<file path="src/rtl/core/pdpmc_pkg.sv">
// ============================================================================
// pdpmc_pkg
// Shared types and constants of the PD position motor controller.
// ============================================================================
`default_nettype none

package pdpmc_pkg;

    localparam int unsigned DATA_W  = 32;  // gains, positions, APB data
    localparam int unsigned ERR_W   = 33;  // position error
    localparam int unsigned DIFF_W  = 34;  // error change
    localparam int unsigned LVL_W   = 16;  // PWM level, pwm_top, supply
    localparam int unsigned DEN_W   = 24;  // supply in Q8.8 shifted to Q8.16
    localparam int unsigned PROD_W  = 64;  // drive magnitude
    localparam int unsigned PP_W    = 49;  // 32 x 17 partial product
    localparam int unsigned NUM_W   = 40;  // scaled drive before division
    localparam int unsigned ADDR_W  = 5;   // APB byte address
    localparam int unsigned STEP_W  = 4;   // sequencer step counter
    localparam int unsigned DIV_STEPS = 16;

    localparam logic [LVL_W-1:0] PWM_TOP_RESET = 16'd6249;

    // Register index, taken from paddr[4:2]
    typedef enum logic [2:0] {
        REG_PROP_GAIN    = 3'd0,
        REG_DERIV_GAIN   = 3'd1,
        REG_PWM_TOP      = 3'd2,
        REG_INVERT_LEFT  = 3'd3,
        REG_INVERT_RIGHT = 3'd4
    } t_reg_idx;

    typedef struct packed {
        logic [DATA_W-1:0] prop_gain;
        logic [DATA_W-1:0] deriv_gain;
        logic [LVL_W-1:0]  pwm_top;
        logic              invert_left;
        logic              invert_right;
    } t_cfg;

    typedef enum logic [3:0] {
        ST_IDLE,
        ST_ERR,
        ST_DIFF,
        ST_MUL,
        ST_ACC,
        ST_COMB,
        ST_SCALE,
        ST_DIV,
        ST_DONE
    } t_state;

    // Controller to datapath
    typedef struct packed {
        logic       load_in;
        logic       calc_err;
        logic       calc_diff;
        logic       mul;
        logic       acc;
        logic [1:0] mul_sel;
        logic       comb;
        logic       scale;
        logic       div_step;
        logic       load_out;
    } t_cmd;

    // Datapath to controller
    typedef struct packed {
        logic sat;
    } t_sts;

endpackage

`default_nettype wire

</file>
<file path="src/rtl/core/pdpmc_regs.sv">
// ============================================================================
// pdpmc_regs
// APB configuration registers: gains, PWM full scale, encoder inversion.
// ============================================================================
`default_nettype none

module pdpmc_regs (
    input  wire logic                          i_clk,
    input  wire logic                          i_rst_n,
    input  wire logic                          psel,
    input  wire logic                          penable,
    input  wire logic                          pwrite,
    input  wire logic [pdpmc_pkg::ADDR_W-1:0]  paddr,
    input  wire logic [pdpmc_pkg::DATA_W-1:0]  pwdata,
    output logic      [pdpmc_pkg::DATA_W-1:0]  prdata,
    output logic                               pready,
    output pdpmc_pkg::t_cfg                    o_cfg
);

    pdpmc_pkg::t_cfg      r_cfg;
    pdpmc_pkg::t_reg_idx  w_idx;
    logic                 w_wr;

    assign w_idx  = pdpmc_pkg::t_reg_idx'(paddr[4:2]);
    assign w_wr   = psel && penable && pwrite;
    assign pready = 1'b1;
    assign o_cfg  = r_cfg;

    always_ff @(posedge i_clk) begin
        if (!i_rst_n) begin
            r_cfg.prop_gain    <= '0;
            r_cfg.deriv_gain   <= '0;
            r_cfg.pwm_top      <= pdpmc_pkg::PWM_TOP_RESET;
            r_cfg.invert_left  <= 1'b0;
            r_cfg.invert_right <= 1'b0;
        end else if (w_wr) begin
            unique case (w_idx)
                pdpmc_pkg::REG_PROP_GAIN:    r_cfg.prop_gain    <= pwdata;
                pdpmc_pkg::REG_DERIV_GAIN:   r_cfg.deriv_gain   <= pwdata;
                pdpmc_pkg::REG_PWM_TOP:      r_cfg.pwm_top      <= pwdata[15:0];
                pdpmc_pkg::REG_INVERT_LEFT:  r_cfg.invert_left  <= pwdata[0];
                pdpmc_pkg::REG_INVERT_RIGHT: r_cfg.invert_right <= pwdata[0];
                default: ;
            endcase
        end
    end

    always_comb begin
        unique case (w_idx)
            pdpmc_pkg::REG_PROP_GAIN:    prdata = r_cfg.prop_gain;
            pdpmc_pkg::REG_DERIV_GAIN:   prdata = r_cfg.deriv_gain;
            pdpmc_pkg::REG_PWM_TOP:      prdata = {16'd0, r_cfg.pwm_top};
            pdpmc_pkg::REG_INVERT_LEFT:  prdata = {31'd0, r_cfg.invert_left};
            pdpmc_pkg::REG_INVERT_RIGHT: prdata = {31'd0, r_cfg.invert_right};
            default:                     prdata = '0;
        endcase
    end

endmodule

`default_nettype wire

</file>
<file path="src/rtl/core/pdpmc_dp.sv">
// ============================================================================
// pdpmc_dp
// Datapath: error, PD drive through a shared 32x17 multiplier, PWM scaling
// and a restoring divider; holds the per-motor previous error.
// ============================================================================
`default_nettype none

module pdpmc_dp #(
    parameter int unsigned NUM_MOTORS = 2
) (
    input  wire logic                                i_clk,
    input  wire logic                                i_rst_n,
    input  wire pdpmc_pkg::t_cmd                     i_cmd,
    input  wire pdpmc_pkg::t_cfg                     i_cfg,
    input  wire logic                                i_motor_select,
    input  wire logic signed [pdpmc_pkg::DATA_W-1:0] i_target_position,
    input  wire logic signed [pdpmc_pkg::DATA_W-1:0] i_encoder_count,
    input  wire logic        [pdpmc_pkg::LVL_W-1:0]  i_supply_voltage,
    output pdpmc_pkg::t_sts                          o_sts,
    output logic             [pdpmc_pkg::LVL_W-1:0]  o_pwm_level,
    output logic                                     o_direction,
    output logic signed      [pdpmc_pkg::DATA_W-1:0] o_position,
    output logic signed      [pdpmc_pkg::ERR_W-1:0]  o_position_error
);

    localparam int unsigned SEL_W = (NUM_MOTORS > 1) ? $clog2(NUM_MOTORS) : 1;

    // Input item
    logic [SEL_W-1:0]              r_idx;
    logic                          r_inv;
    logic [pdpmc_pkg::DATA_W-1:0]  r_target;
    logic [pdpmc_pkg::DATA_W-1:0]  r_raw;
    logic [pdpmc_pkg::LVL_W-1:0]   r_supply;
    // Error stage
    logic [pdpmc_pkg::DATA_W-1:0]  r_pos;
    logic [pdpmc_pkg::ERR_W-1:0]   r_err;
    logic [pdpmc_pkg::ERR_W-1:0]   r_prev [NUM_MOTORS];
    // Magnitudes and signs
    logic [pdpmc_pkg::DATA_W-1:0]  r_err_mag;
    logic [pdpmc_pkg::ERR_W-1:0]   r_diff_mag;
    logic [pdpmc_pkg::DATA_W-1:0]  r_gp_mag;
    logic [pdpmc_pkg::DATA_W-1:0]  r_gd_mag;
    logic                          r_neg_p;
    logic                          r_neg_d;
    // Products
    logic [pdpmc_pkg::PP_W-1:0]    r_pp;
    logic [pdpmc_pkg::PROD_W-1:0]  r_prod_p;
    logic [pdpmc_pkg::PROD_W-1:0]  r_prod_d;
    logic [pdpmc_pkg::PROD_W-1:0]  r_dmag;
    logic                          r_dneg;
    // Scaling and division
    logic                          r_sat;
    logic [pdpmc_pkg::DEN_W-1:0]   r_rem;
    logic [pdpmc_pkg::LVL_W-1:0]   r_q;

    logic [SEL_W-1:0]              w_idx;
    logic [pdpmc_pkg::DATA_W-1:0]  w_pos;
    logic [pdpmc_pkg::ERR_W-1:0]   w_err;
    logic [pdpmc_pkg::DIFF_W-1:0]  w_diff;
    logic [pdpmc_pkg::DATA_W-1:0]  w_op_a;
    logic [16:0]                   w_op_b;
    logic [pdpmc_pkg::PROD_W:0]    w_sum;
    logic [pdpmc_pkg::DEN_W-1:0]   w_den;
    logic [pdpmc_pkg::NUM_W-1:0]   w_num;
    logic [pdpmc_pkg::DEN_W:0]     w_trial;
    logic                          w_ge;

    assign w_idx = (NUM_MOTORS > 1) ? SEL_W'(i_motor_select) : '0;

    // Inversion wraps in 32 bits; error is exact in 33
    assign w_pos = r_inv ? 32'(32'd0 - r_raw) : r_raw;
    assign w_err = {r_target[31], r_target} - {w_pos[31], w_pos};
    assign w_diff = {r_err[32], r_err} - {r_prev[r_idx][32], r_prev[r_idx]};

    always_comb begin
        w_op_a = i_cmd.mul_sel[1] ? r_gd_mag : r_gp_mag;
        unique case (i_cmd.mul_sel)
            2'd0:    w_op_b = {1'b0, r_err_mag[15:0]};
            2'd1:    w_op_b = {1'b0, r_err_mag[31:16]};
            2'd2:    w_op_b = {1'b0, r_diff_mag[15:0]};
            default: w_op_b = r_diff_mag[32:16];
        endcase
    end

    assign w_sum   = {1'b0, r_prod_p} + {1'b0, r_prod_d};
    assign w_den   = {r_supply, 8'd0};
    assign w_num   = r_dmag[23:0] * i_cfg.pwm_top;
    assign w_trial = {r_rem, r_q[15]};
    assign w_ge    = (w_trial >= {1'b0, w_den});

    assign o_sts.sat = (r_supply == '0) || (r_dmag >= 64'(w_den));

    always_ff @(posedge i_clk) begin
        if (i_cmd.load_in) begin
            r_idx    <= w_idx;
            r_inv    <= (NUM_MOTORS == 1 || !i_motor_select) ? i_cfg.invert_left
                                                              : i_cfg.invert_right;
            r_target <= i_target_position;
            r_raw    <= i_encoder_count;
            r_supply <= i_supply_voltage;
        end
        if (i_cmd.calc_err) begin
            r_pos <= w_pos;
            r_err <= w_err;
        end
        if (i_cmd.calc_diff) begin
            r_err_mag  <= r_err[32] ? 32'(33'd0 - r_err) : r_err[31:0];
            r_diff_mag <= w_diff[33] ? 33'(34'd0 - w_diff) : w_diff[32:0];
            r_gp_mag   <= i_cfg.prop_gain[31] ? 32'(32'd0 - i_cfg.prop_gain)
                                              : i_cfg.prop_gain;
            r_gd_mag   <= i_cfg.deriv_gain[31] ? 32'(32'd0 - i_cfg.deriv_gain)
                                               : i_cfg.deriv_gain;
            r_neg_p    <= i_cfg.prop_gain[31] ^ r_err[32];
            r_neg_d    <= i_cfg.deriv_gain[31] ^ w_diff[33];
        end
        if (i_cmd.mul) begin
            r_pp <= w_op_a * w_op_b;
        end
        if (i_cmd.acc) begin
            unique case (i_cmd.mul_sel)
                2'd0:    r_prod_p <= 64'(r_pp);
                2'd1:    r_prod_p <= r_prod_p + (64'(r_pp) << 16);
                2'd2:    r_prod_d <= 64'(r_pp);
                default: r_prod_d <= r_prod_d + (64'(r_pp) << 16);
            endcase
        end
        if (i_cmd.comb) begin
            // Signed sum of the two terms as sign and saturated magnitude
            if (r_neg_p == r_neg_d) begin
                r_dmag <= w_sum[64] ? '1 : w_sum[63:0];
                r_dneg <= r_neg_p;
            end else if (r_prod_p >= r_prod_d) begin
                r_dmag <= r_prod_p - r_prod_d;
                r_dneg <= r_neg_p;
            end else begin
                r_dmag <= r_prod_d - r_prod_p;
                r_dneg <= r_neg_d;
            end
        end
        if (i_cmd.scale) begin
            r_sat <= o_sts.sat;
            r_rem <= w_num[39:16];
            r_q   <= w_num[15:0];
        end
        if (i_cmd.div_step) begin
            r_rem <= w_ge ? 24'(w_trial - {1'b0, w_den}) : w_trial[23:0];
            r_q   <= {r_q[14:0], w_ge};
        end
        if (i_cmd.load_out) begin
            o_pwm_level      <= r_sat ? i_cfg.pwm_top : r_q;
            o_direction      <= !r_dneg && (r_dmag != '0);
            o_position       <= r_pos;
            o_position_error <= r_err;
        end
    end

    // Previous error per motor, cleared by reset
    always_ff @(posedge i_clk) begin
        if (!i_rst_n) begin
            for (int i = 0; i < NUM_MOTORS; i++) begin
                r_prev[i] <= '0;
            end
        end else if (i_cmd.load_out) begin
            r_prev[r_idx] <= r_err;
        end
    end

endmodule

`default_nettype wire

</file>
<file path="src/rtl/core/pdpmc_ctrl.sv">
// ============================================================================
// pdpmc_ctrl
// Sequencer: steps the datapath through one item and owns both handshakes.
// ============================================================================
`default_nettype none

module pdpmc_ctrl (
    input  wire logic        i_clk,
    input  wire logic        i_rst_n,
    input  wire logic        i_in_valid,
    output logic             o_in_stall,
    output logic             o_out_valid,
    input  wire logic        i_out_stall,
    input  wire pdpmc_pkg::t_sts i_sts,
    output pdpmc_pkg::t_cmd  o_cmd
);

    localparam logic [pdpmc_pkg::STEP_W-1:0] STEP_LAST =
        pdpmc_pkg::STEP_W'(pdpmc_pkg::DIV_STEPS - 1);

    pdpmc_pkg::t_state             r_state;
    pdpmc_pkg::t_state             n_state;
    logic [pdpmc_pkg::STEP_W-1:0]  r_step;
    logic [pdpmc_pkg::STEP_W-1:0]  n_step;
    logic                          r_out_valid;
    logic                          n_out_valid;
    logic                          w_out_free;

    assign w_out_free  = !r_out_valid || !i_out_stall;
    assign o_out_valid = r_out_valid;
    assign o_in_stall  = (r_state != pdpmc_pkg::ST_IDLE);

    always_ff @(posedge i_clk) begin
        if (!i_rst_n) begin
            r_state     <= pdpmc_pkg::ST_IDLE;
            r_step      <= '0;
            r_out_valid <= 1'b0;
        end else begin
            r_state     <= n_state;
            r_step      <= n_step;
            r_out_valid <= n_out_valid;
        end
    end

    // Next state
    always_comb begin
        n_state = r_state;
        n_step  = r_step;
        unique case (r_state)
            pdpmc_pkg::ST_IDLE: begin
                if (i_in_valid) begin
                    n_state = pdpmc_pkg::ST_ERR;
                end
            end
            pdpmc_pkg::ST_ERR:  n_state = pdpmc_pkg::ST_DIFF;
            pdpmc_pkg::ST_DIFF: begin
                n_state = pdpmc_pkg::ST_MUL;
                n_step  = '0;
            end
            pdpmc_pkg::ST_MUL:  n_state = pdpmc_pkg::ST_ACC;
            pdpmc_pkg::ST_ACC: begin
                n_step = r_step + 1'b1;
                if (r_step == 4'd3) begin
                    n_state = pdpmc_pkg::ST_COMB;
                end else begin
                    n_state = pdpmc_pkg::ST_MUL;
                end
            end
            pdpmc_pkg::ST_COMB: n_state = pdpmc_pkg::ST_SCALE;
            pdpmc_pkg::ST_SCALE: begin
                n_step = '0;
                if (i_sts.sat) begin
                    n_state = pdpmc_pkg::ST_DONE;
                end else begin
                    n_state = pdpmc_pkg::ST_DIV;
                end
            end
            pdpmc_pkg::ST_DIV: begin
                n_step = r_step + 1'b1;
                if (r_step == STEP_LAST) begin
                    n_state = pdpmc_pkg::ST_DONE;
                end
            end
            pdpmc_pkg::ST_DONE: begin
                if (w_out_free) begin
                    n_state = pdpmc_pkg::ST_IDLE;
                end
            end
            default: n_state = pdpmc_pkg::ST_IDLE;
        endcase
    end

    // Commands
    always_comb begin
        o_cmd         = '0;
        o_cmd.mul_sel = r_step[1:0];
        unique case (r_state)
            pdpmc_pkg::ST_IDLE:  o_cmd.load_in   = i_in_valid;
            pdpmc_pkg::ST_ERR:   o_cmd.calc_err  = 1'b1;
            pdpmc_pkg::ST_DIFF:  o_cmd.calc_diff = 1'b1;
            pdpmc_pkg::ST_MUL:   o_cmd.mul       = 1'b1;
            pdpmc_pkg::ST_ACC:   o_cmd.acc       = 1'b1;
            pdpmc_pkg::ST_COMB:  o_cmd.comb      = 1'b1;
            pdpmc_pkg::ST_SCALE: o_cmd.scale     = 1'b1;
            pdpmc_pkg::ST_DIV:   o_cmd.div_step  = 1'b1;
            pdpmc_pkg::ST_DONE:  o_cmd.load_out  = w_out_free;
            default: ;
        endcase
    end

    // Output item holds until taken
    assign n_out_valid = o_cmd.load_out || (r_out_valid && i_out_stall);

endmodule

`default_nettype wire

</file>
<file path="src/rtl/core/pd_position_motor_control.sv">
// ============================================================================
// pd_position_motor_control
// PD position controller for up to NUM_MOTORS motors with PWM level output.
// ============================================================================
// Sequence: error, difference, multiply/accumulate on the shared 32x17
//   multiplier (four partial products), combine, scale and the 16-step
//   restoring divider, which is skipped when the level saturates (zero supply
//   or drive at full scale). A new item waits until the result is loaded.
// Reset (synchronous, active low): registers to their reset values, previous
//   errors of all motors to zero, no output item pending.
`default_nettype none

module pd_position_motor_control #(
    parameter int unsigned NUM_MOTORS = 2
) (
    input  wire logic                                i_clk,
    input  wire logic                                i_rst_n,
    // Input item channel
    input  wire logic                                i_in_valid,
    output logic                                     o_in_stall,
    input  wire logic                                i_motor_select,
    input  wire logic signed [pdpmc_pkg::DATA_W-1:0] i_target_position,
    input  wire logic signed [pdpmc_pkg::DATA_W-1:0] i_encoder_count,
    input  wire logic        [pdpmc_pkg::LVL_W-1:0]  i_supply_voltage,
    // Result item channel
    output logic                                     o_out_valid,
    input  wire logic                                i_out_stall,
    output logic             [pdpmc_pkg::LVL_W-1:0]  o_pwm_level,
    output logic                                     o_direction,
    output logic signed      [pdpmc_pkg::DATA_W-1:0] o_position,
    output logic signed      [pdpmc_pkg::ERR_W-1:0]  o_position_error,
    // Configuration
    input  wire logic                                psel,
    input  wire logic                                penable,
    input  wire logic                                pwrite,
    input  wire logic        [pdpmc_pkg::ADDR_W-1:0] paddr,
    input  wire logic        [pdpmc_pkg::DATA_W-1:0] pwdata,
    output logic             [pdpmc_pkg::DATA_W-1:0] prdata,
    output logic                                     pready
);

    pdpmc_pkg::t_cfg w_cfg;
    pdpmc_pkg::t_cmd w_cmd;
    pdpmc_pkg::t_sts w_sts;

    // Register file: gains, PWM full scale, inversion bits
    pdpmc_regs u_regs (
        .i_clk   (i_clk),
        .i_rst_n (i_rst_n),
        .psel    (psel),
        .penable (penable),
        .pwrite  (pwrite),
        .paddr   (paddr),
        .pwdata  (pwdata),
        .prdata  (prdata),
        .pready  (pready),
        .o_cfg   (w_cfg)
    );

    // Sequencer: accept an item only when idle, then walk the datapath through
    // error, difference, multiply/accumulate, combine, scale, divide unless saturated.
    pdpmc_ctrl u_ctrl (
        .i_clk       (i_clk),
        .i_rst_n     (i_rst_n),
        .i_in_valid  (i_in_valid),
        .o_in_stall  (o_in_stall),
        .o_out_valid (o_out_valid),
        .i_out_stall (i_out_stall),
        .i_sts       (w_sts),
        .o_cmd       (w_cmd)
    );

    // Datapath: drive magnitude kept as sign plus 64-bit saturated value,
    // level = drive * pwm_top / (supply << 8) when below full scale.
    pdpmc_dp #(
        .NUM_MOTORS (NUM_MOTORS)
    ) u_dp (
        .i_clk             (i_clk),
        .i_rst_n           (i_rst_n),
        .i_cmd             (w_cmd),
        .i_cfg             (w_cfg),
        .i_motor_select    (i_motor_select),
        .i_target_position (i_target_position),
        .i_encoder_count   (i_encoder_count),
        .i_supply_voltage  (i_supply_voltage),
        .o_sts             (w_sts),
        .o_pwm_level       (o_pwm_level),
        .o_direction       (o_direction),
        .o_position        (o_position),
        .o_position_error  (o_position_error)
    );

    // An accepted item locks out the input channel on the next cycle
    a_accept_locks: assert property (@(posedge i_clk) disable iff (!i_rst_n)
        (i_in_valid && !o_in_stall) |=> o_in_stall)
        else $error("input not stalled after accepting an item");

    // A result appears only after the sequencer loaded it
    a_out_from_load: assert property (@(posedge i_clk) disable iff (!i_rst_n)
        $rose(o_out_valid) |-> $past(w_cmd.load_out))
        else $error("output valid without a result load");

    // Never overwrite a result that is still waiting
    a_no_overwrite: assert property (@(posedge i_clk) disable iff (!i_rst_n)
        w_cmd.load_out |-> (!o_out_valid || !i_out_stall))
        else $error("result loaded over a stalled output item");

endmodule

`default_nettype wire
</file>
<file path="config.mk">
export PLATFORM = sky130hd
export DESIGN_NAME = pd_position_motor_control
export DESIGN_NICKNAME = d
export VERILOG_FILES = /design/src/rtl/core/pdpmc_pkg.sv /design/src/rtl/core/pdpmc_regs.sv /design/src/rtl/core/pdpmc_dp.sv /design/src/rtl/core/pdpmc_ctrl.sv /design/src/rtl/core/pd_position_motor_control.sv
export SDC_FILE = /design/constraint.sdc
export NUM_CORES = 2
export LEC_CHECK = 0
export BUFFER_PORTS_ARGS = -buffer_cell sky130_fd_sc_hd__buf_4
export CORE_MARGIN = 4
export CORE_UTILIZATION = 68
export CTS_CLUSTER_DIAMETER = 30
export DETAILED_ROUTE_END_ITERATION = 7
export GPL_TIMING_DRIVEN = 0
export PLACE_DENSITY = 0.86
export SLEW_MARGIN = 25
export SYNTH_ARGS = -nofsm -noshare
export SYNTH_HDL_FRONTEND = slang
export SYNTH_SLANG_ARGS = --single-unit
</file>
<file path="constraint.sdc">
create_clock -name i_clk -period 19.6 [get_ports i_clk]
set_input_delay 1.96 -clock i_clk [delete_from_list [all_inputs] [get_ports i_clk]]
set_output_delay 1.96 -clock i_clk [all_outputs]
set_load 0.05 [all_outputs]
</file>
# Word level (Yosys, flattened, before mapping)
# Memories as Yosys holds them, arrays and structs flattened. A register that Yosys moved wholly into a read port is not among the register bits.
# Cells that the tools add are included.
# totals
memories	1
output_inout_bits	117
inputBits	125
ramBits	66
reg_bits	734
wordCells	155
# classes
reduce_logical	31
eq_ne	20
n_bitwise	3
mul	2
n_addsub	14
mux	46
n_lt_le_gt_ge	3
# mem_list
memory	depth	width	read_ports	rd_ports_with_merged_regs	write_ports	line	source
u_dp.r_prev	2	33	1	1	2	pdpmc_dp.sv:37	logic [pdpmc_pkg::ERR_W-1:0] r_prev [NUM_MOTORS];
# ops
op	count
one-hot mux 64 bit (2 select lines)	2
2-to-1 mux 64 bit	3
one-hot mux 32 bit (5 select lines)	1
adder 64 bit	2
subtractor 1 x 32 -> 32 bit, first input constant	4
subtractor 64 bit	2
2-to-1 mux 32 bit	3
2-to-1 mux 24 bit	3
2-to-1 mux 33 bit	2
adder 64 x 64 -> 65 bit	1
greater-or-equal comparator 64 x 24 -> 1 bit	1
greater-or-equal comparator 64 bit	1
nonzero test 64 bit	1
2-to-1 mux 31 bit	2
one-hot mux 17 bit (3 select lines)	1
multiplier 32 x 17 -> 49 bit	1
2-to-1 mux 16 bit	3
multiplier 24 x 16 -> 40 bit	1
one-hot mux 4 bit (9 select lines)	1
subtractor 33 x 33 -> 34 bit	1
OR reduction 33 bit	1
subtractor 1 x 33 -> 33 bit, first input constant	1
subtractor 32 x 32 -> 33 bit	1
greater-or-equal comparator 25 x 24 -> 1 bit	1
other kinds (32)	79

# Logic depth before layout (Yosys ltp)
# logic_depth
ltp_word	8
depth_mapped	36
mapped_depth_nobuf	31

# Hierarchy
# Synthesis repeated with hierarchy kept, for this count alone.
# hier_totals
cells_unflattened	8873
area_unflattened_um2	82313.9
# by_module_without_submodules
module	instances	cells_each	area_each_um2	seq_area_each_um2
pdpmc_dp	1	8377	77906.0	21310.4
pdpmc_regs	1	418	3827.4	1641.6
pdpmc_ctrl	1	78	580.6	180.2

# Worst setup path after synthesis
# OpenSTA, ideal clock, no wires.
# synth_path
kind	flip-flop to flip-flop
start	register u_ctrl.r_state[0]
end	register u_dp.r_diff_mag[0] (netlist name), enable pin
period_less_slack_ps	10224
path_slack_ps	9376
stages_incl_launch_ff	3
t_required_ps	18818
t_arrival_ps	9443
n_path_buf	1
setup_ps	782
cell_sequence	dfxtp_1 -> clkbuf_1 -> nor3_1
# synth_via
elab_chain_len	2
# synth_lines
element	line	source
from (decl)	pdpmc_ctrl.sv:21	pdpmc_pkg::t_state r_state;
from (signal assigned)	pdpmc_ctrl.sv:35	r_state <= pdpmc_pkg::ST_IDLE;
from (signal assigned)	pdpmc_ctrl.sv:39	r_state <= n_state;
== test 4 x 2 -> 1 bit	pdpmc_ctrl.sv:97	unique case (r_state)
2-to-1 mux 1 bit	pdpmc_ctrl.sv:97	
to (signal assigned)	pdpmc_dp.sv:108	r_diff_mag <= w_diff[33] ? 33'(34'd0 - w_diff) : w_diff[32:0];
to (decl)	pdpmc_dp.sv:40	logic [pdpmc_pkg::ERR_W-1:0] r_diff_mag;
# Every way passes these cells.
# A chain may end at the register's enable or synchronous reset.

# Final worst setup path
# layout_path
start	register u_ctrl.r_step[1] (netlist name)
end	register u_dp.r_pp[41] (netlist name), data pin
# layout_via
elab_chain_len	3
elab_cells_between_ends	6
cone_classes	mul (1); eq/ne (2); mux (2); reduce/logical (1)
# layout_lines
element	line	source
from (decl)	pdpmc_ctrl.sv:23	logic [pdpmc_pkg::STEP_W-1:0] r_step;
from (signal assigned)	pdpmc_ctrl.sv:40	r_step <= n_step;
== test 2 bit (tied with other cells)	pdpmc_dp.sv:77	unique case (i_cmd.mul_sel)
one-hot mux 17 bit (3 select lines)	pdpmc_dp.sv:77	
multiplier 32 x 17 -> 49 bit (*)	pdpmc_dp.sv:117	r_pp <= w_op_a * w_op_b;
to (signal assigned)	pdpmc_dp.sv:117	
to (decl)	pdpmc_dp.sv:46	logic [pdpmc_pkg::PP_W-1:0] r_pp;
# Every way passes the cells marked *; elsewhere a longest branch is shown, timed or not.

==> impl_metrics.tcl <==
set metrics [dict create \
    switching_share 0.498 \
    fin_worst_hold_slack_ps 412 \
    synth_top_family_by_area "adder cells" \
    crit_path_end_kind "flop" \
    clkPwrFrac 0.153 \
    netlist_top_cells_area "sky130_fd_sc_hd__edfxtp_1 26%, sky130_fd_sc_hd__fa_1 19%, sky130_fd_sc_hd__ha_1 9.5%" \
    synthesis.nets 10407 \
    pin_count 242 \
    die_w_um 355 \
    cts_sinks 801 \
    synth_compound_gate_area_share 0.152 \
    layout.cells.most_common "sky130_fd_sc_hd__inv_1" \
    total_setup_violations_reported_at_the_end_of_the_flow 0 \
    dominant_synthesized_flop_cell "sky130_fd_sc_hd__edfxtp_1" \
    floorplan.die.height_um 355 \
    postSynthRegisterBits 801 \
    synthXorXnorAreaFrac 0.0408 \
    async_reset_ff_frac 0 \
    cts_inserted_buffers 166 \
    core_area_um2 120000 \
    critical_path.most_common_cell "sky130_fd_sc_hd__fa_1" \
    synthCells 8893 \
    antenna_found_initial 12 \
    gpl.final_weighted_congestion 1.07 \
    design.final.nets 10856 \
    cell_depth_of_the_worst_flop_to_flop_path 34 \
    finish.cell_count_without_fillers 11112 \
    synth_adder_area_share 0.282 \
    worst_hold_path_type "reg2reg" \
    drive_above_1_share 0.0795 \
    final.period_utilization 0.636 \
    total_length_of_routed_wires_um 317000 \
    maxCapViolations 0 \
    clock_tree.htree_level_count 4 \
    tritoncts "built" \
    power_share_of_the_sequential_group 0.151 \
    hold_viol_final 0 \
    most_used_cells_in_the_layout_excluding_fill_and_tap_cells "1180 x sky130_fd_sc_hd__inv_1, 1135 x sky130_fd_sc_hd__nand2_1, 763 x sky130_fd_sc_hd__fa_1, 709 x sky130_fd_sc_hd__edfxtp_1, 626 x sky130_fd_sc_hd__ha_1" \
    largest_driver_fanout_on_the_critical_path 10 \
    wl_per_cell_um 28.5 \
    route.detailed.vias_per_inst 6.90 \
    grt_pass1_vias 76770 \
    finalSetupTns_ps 0 \
    worst_pin_slew_ps 1210 \
    place_hpwl_um 230000 \
    total_switching_power_w 0.00949 \
    synthDominantAreaCellType "sky130_fd_sc_hd__edfxtp_1" \
    clk_latency_ps 840 \
    synth.area.mux_share 0.0278 \
    max_clock_freq_ghz 0.0802 \
    final-max-slew-violation-count 0 \
    grt_remaining_overflow 0 \
    route.detailed.drc 153 \
    power.ir.vdd_worst_v 0.000607 \
    finalCoreUtilization 0.772 \
    vias 76623 \
    final.setup_skew_ps 61.1 \
    cts.hold.buffers_added 0 \
    grt_usage 0.496 \
    minimum_clock_period_ps 12470 \
    synth.yosys.seq_area_share 0.282 \
    post_cts_buffers 0 \
    synth.avg_cell_area_um2 9.22 \
    count_of_flip_flops_with_a_built_in_enable_after_synthesis 709 \
    ys_types 87 \
    synthSimpleGateAreaFrac 0.143 \
    placement_rows 127 \
    floorplan.initialDensity 0.685 \
    final.fill_count 7476 \
    synth.top_cell.area_share 0.260 \
    rsz_0062_raised_after_global_routing "false" \
    first_pass_iters 8 \
    status "finished, violations left" \
    clockRootBuffer "sky130_fd_sc_hd__clkbuf_16" \
    cp_slowest_cell "sky130_fd_sc_hd__clkbuf_1" \
    maxSlewHeadroom 0.168 \
    place.port_buffers 238 \
    grt_start_max_net_pins 56 \
    first_iter_violations 12420 \
    clock_tree.buffer_depth 3 \
    die_area_um2 126000 \
    int_pwr_w 0.00958 \
    crit_path_start_kind "flop" \
    violations "design-rule violations" \
    final_antenna_net_count 0 \
    placedCellCount 10786 \
    cp_slowest_stage_delay_ps 860 \
    worst-endpoint-required_ps 20160 \
    cts.reportedPaths.clkPinSlew_ps 60 \
    syn-cell-area_um2 82000 \
    cellPowerDensity_nw_per_um2 206 \
    cp_data_arrival_time_ps 13030 \
    timing.hold.worst_path_depth 0 \
    p_leak_nw 40.6 \
    grt_first_pass_wirelength_um 470000 \
    comb_power_share 0.696 \
    cts_repair_resize_count 0 \
    ys.warnings.count 0 \
    critPathKind "reg2reg" \
    areaGrowthSynthToFinish_pct 12.7 \
    worst_setup_timing_slack_at_the_placement_stage_ps 7770 \
    worst_slack_ps 7130 \
]
## cells by family after synthesis
family	after synthesis
flip-flops	801
multiplexers	215
other	1
adder cells (fa/ha/maj)	1389
buffers and inverters	1580
AO/OA/AOI/OAI	1940
XOR/XNOR	382
AND/OR/NAND/NOR	2585
## flip-flops by register name, indices dropped and copies added (netlist names), 4 cells and up, named ones only
register / cells
u_regs.o_cfg: 82
u_dp.r_prev: 66
u_dp.r_dmag: 64
u_dp.r_prod_d: 64
u_dp.r_prod_p: 64
u_dp.r_pp: 49
u_dp.o_position_error: 33
u_dp.r_diff_mag: 33
u_dp.r_err: 33
u_dp.o_position: 32
u_dp.r_err_mag: 32
u_dp.r_gd_mag: 32
u_dp.r_gp_mag: 32
u_dp.r_pos: 32
u_dp.r_raw: 32
u_dp.r_target: 32
u_dp.r_rem: 24
u_dp.o_pwm_level: 16
u_dp.r_q: 16
u_dp.r_supply: 16
u_ctrl.r_state: 4
u_ctrl.r_step: 4
## synth_stat cells (39+ instances only)
| cell | instances |
|---|---|
| sky130_fd_sc_hd__nor2_1 | 602 |
| sky130_fd_sc_hd__clkbuf_1 | 362 |
| sky130_fd_sc_hd__o21bai_1 | 98 |
| sky130_fd_sc_hd__a31oi_1 | 53 |
| sky130_fd_sc_hd__fa_1 | 763 |
| sky130_fd_sc_hd__a221o_1 | 39 |
| sky130_fd_sc_hd__nor4_1 | 58 |
| sky130_fd_sc_hd__o21a_1 | 56 |
| sky130_fd_sc_hd__xor2_1 | 131 |
| sky130_fd_sc_hd__mux2i_1 | 113 |
| sky130_fd_sc_hd__o31ai_1 | 69 |
| sky130_fd_sc_hd__nand2_1 | 1135 |
| sky130_fd_sc_hd__nand3_1 | 82 |
| sky130_fd_sc_hd__nor3_1 | 107 |
| sky130_fd_sc_hd__a21oi_1 | 564 |
| sky130_fd_sc_hd__a21boi_0 | 102 |
| sky130_fd_sc_hd__nand2b_1 | 63 |
| sky130_fd_sc_hd__ha_1 | 626 |
| sky130_fd_sc_hd__inv_1 | 1180 |
| sky130_fd_sc_hd__a211oi_1 | 39 |
| sky130_fd_sc_hd__dfxtp_1 | 92 |
| sky130_fd_sc_hd__o211ai_1 | 43 |
| sky130_fd_sc_hd__nand4_1 | 73 |
| sky130_fd_sc_hd__o21ai_0 | 396 |
| sky130_fd_sc_hd__nor2b_1 | 68 |
| sky130_fd_sc_hd__xnor2_1 | 251 |
| sky130_fd_sc_hd__a21o_1 | 210 |
| sky130_fd_sc_hd__edfxtp_1 | 709 |
| sky130_fd_sc_hd__mux2_2 | 101 |
| sky130_fd_sc_hd__and2_1 | 246 |
## stage by stage
step / area, um2 / total power [W]
5_1_grt: 92400 / 0.0201
2_1_floorplan: 82000 / 0.0115
6_report: 92500 / 0.0191
4_1_cts: 92400 / 0.0184
3_5_place_dp: 86600 / 0.0152
3_3_place_gp: 85800 / 0.0147
## routing by layer
metal | global-route usage | wire, um | vias up
met4 | 0.351 | 29400 | 6
met1 | 0.610 | 107000 | 36293
met2 | 0.726 | 133000 | 7157
met3 | 0.178 | 47500 | 2079
li1 | - | - | 31088
met5 | 0.00385 | 89 | -
## final timing paths
kind         slack [ps]              from             endpoint
min                 410    u_dp.r_pos[13]  u_dp.o_position[13]
max                7130  u_ctrl.r_step[1]        u_dp.r_pp[41]
min reg2reg         410    u_dp.r_pos[13]  u_dp.o_position[13]
max reg2reg        7130  u_ctrl.r_step[1]        u_dp.r_pp[41]
## power by group through the flow
| stage | Sequential [W] | Clock (W) | Combinational [W] |
|---|---|---|---|
| 2_1_floorplan | 0.00277 | 0 | 0.00872 |
| 3_3_place_gp | 0.00288 | 0 | 0.0118 |
| 3_5_place_dp | 0.00287 | 0 | 0.0123 |
| 4_1_cts | 0.00285 | 0.00290 | 0.0127 |
| 5_1_grt | 0.00287 | 0.00299 | 0.0142 |
| 6_report | 0.00288 | 0.00292 | 0.0133 |
## critical path, delay by kind of cell, from the launching register on
family | cells | cell delay, ps
AOI/OAI and AO/OA | 11 | 3300
and+or+nand+nor | 3 | 450
DFF | 1 | 360
buffers and inverters | 10 | 3300
muxes | 1 | 750
adders and majority gates | 8 | 3890
xor gates and xnor gates | 1 | 130
## cell type report
type | count | area (um2) | area share
Antenna cell | 20 | 50.0 | 0.000541
Buffer | 396 | 1520 | 0.0165
Clock buffer | 181 | 4270 | 0.0462
Clock inverter | 125 | 1530 | 0.0166
Inverter | 1184 | 4440 | 0.0481
Multi-Input combinational cell | 6512 | 53100 | 0.574
Sequential cell | 801 | 23100 | 0.250
Tap cell | 1612 | 2020 | 0.0218
Timing Repair Buffer | 281 | 2380 | 0.0257
(Power assumes the default switching activity.)
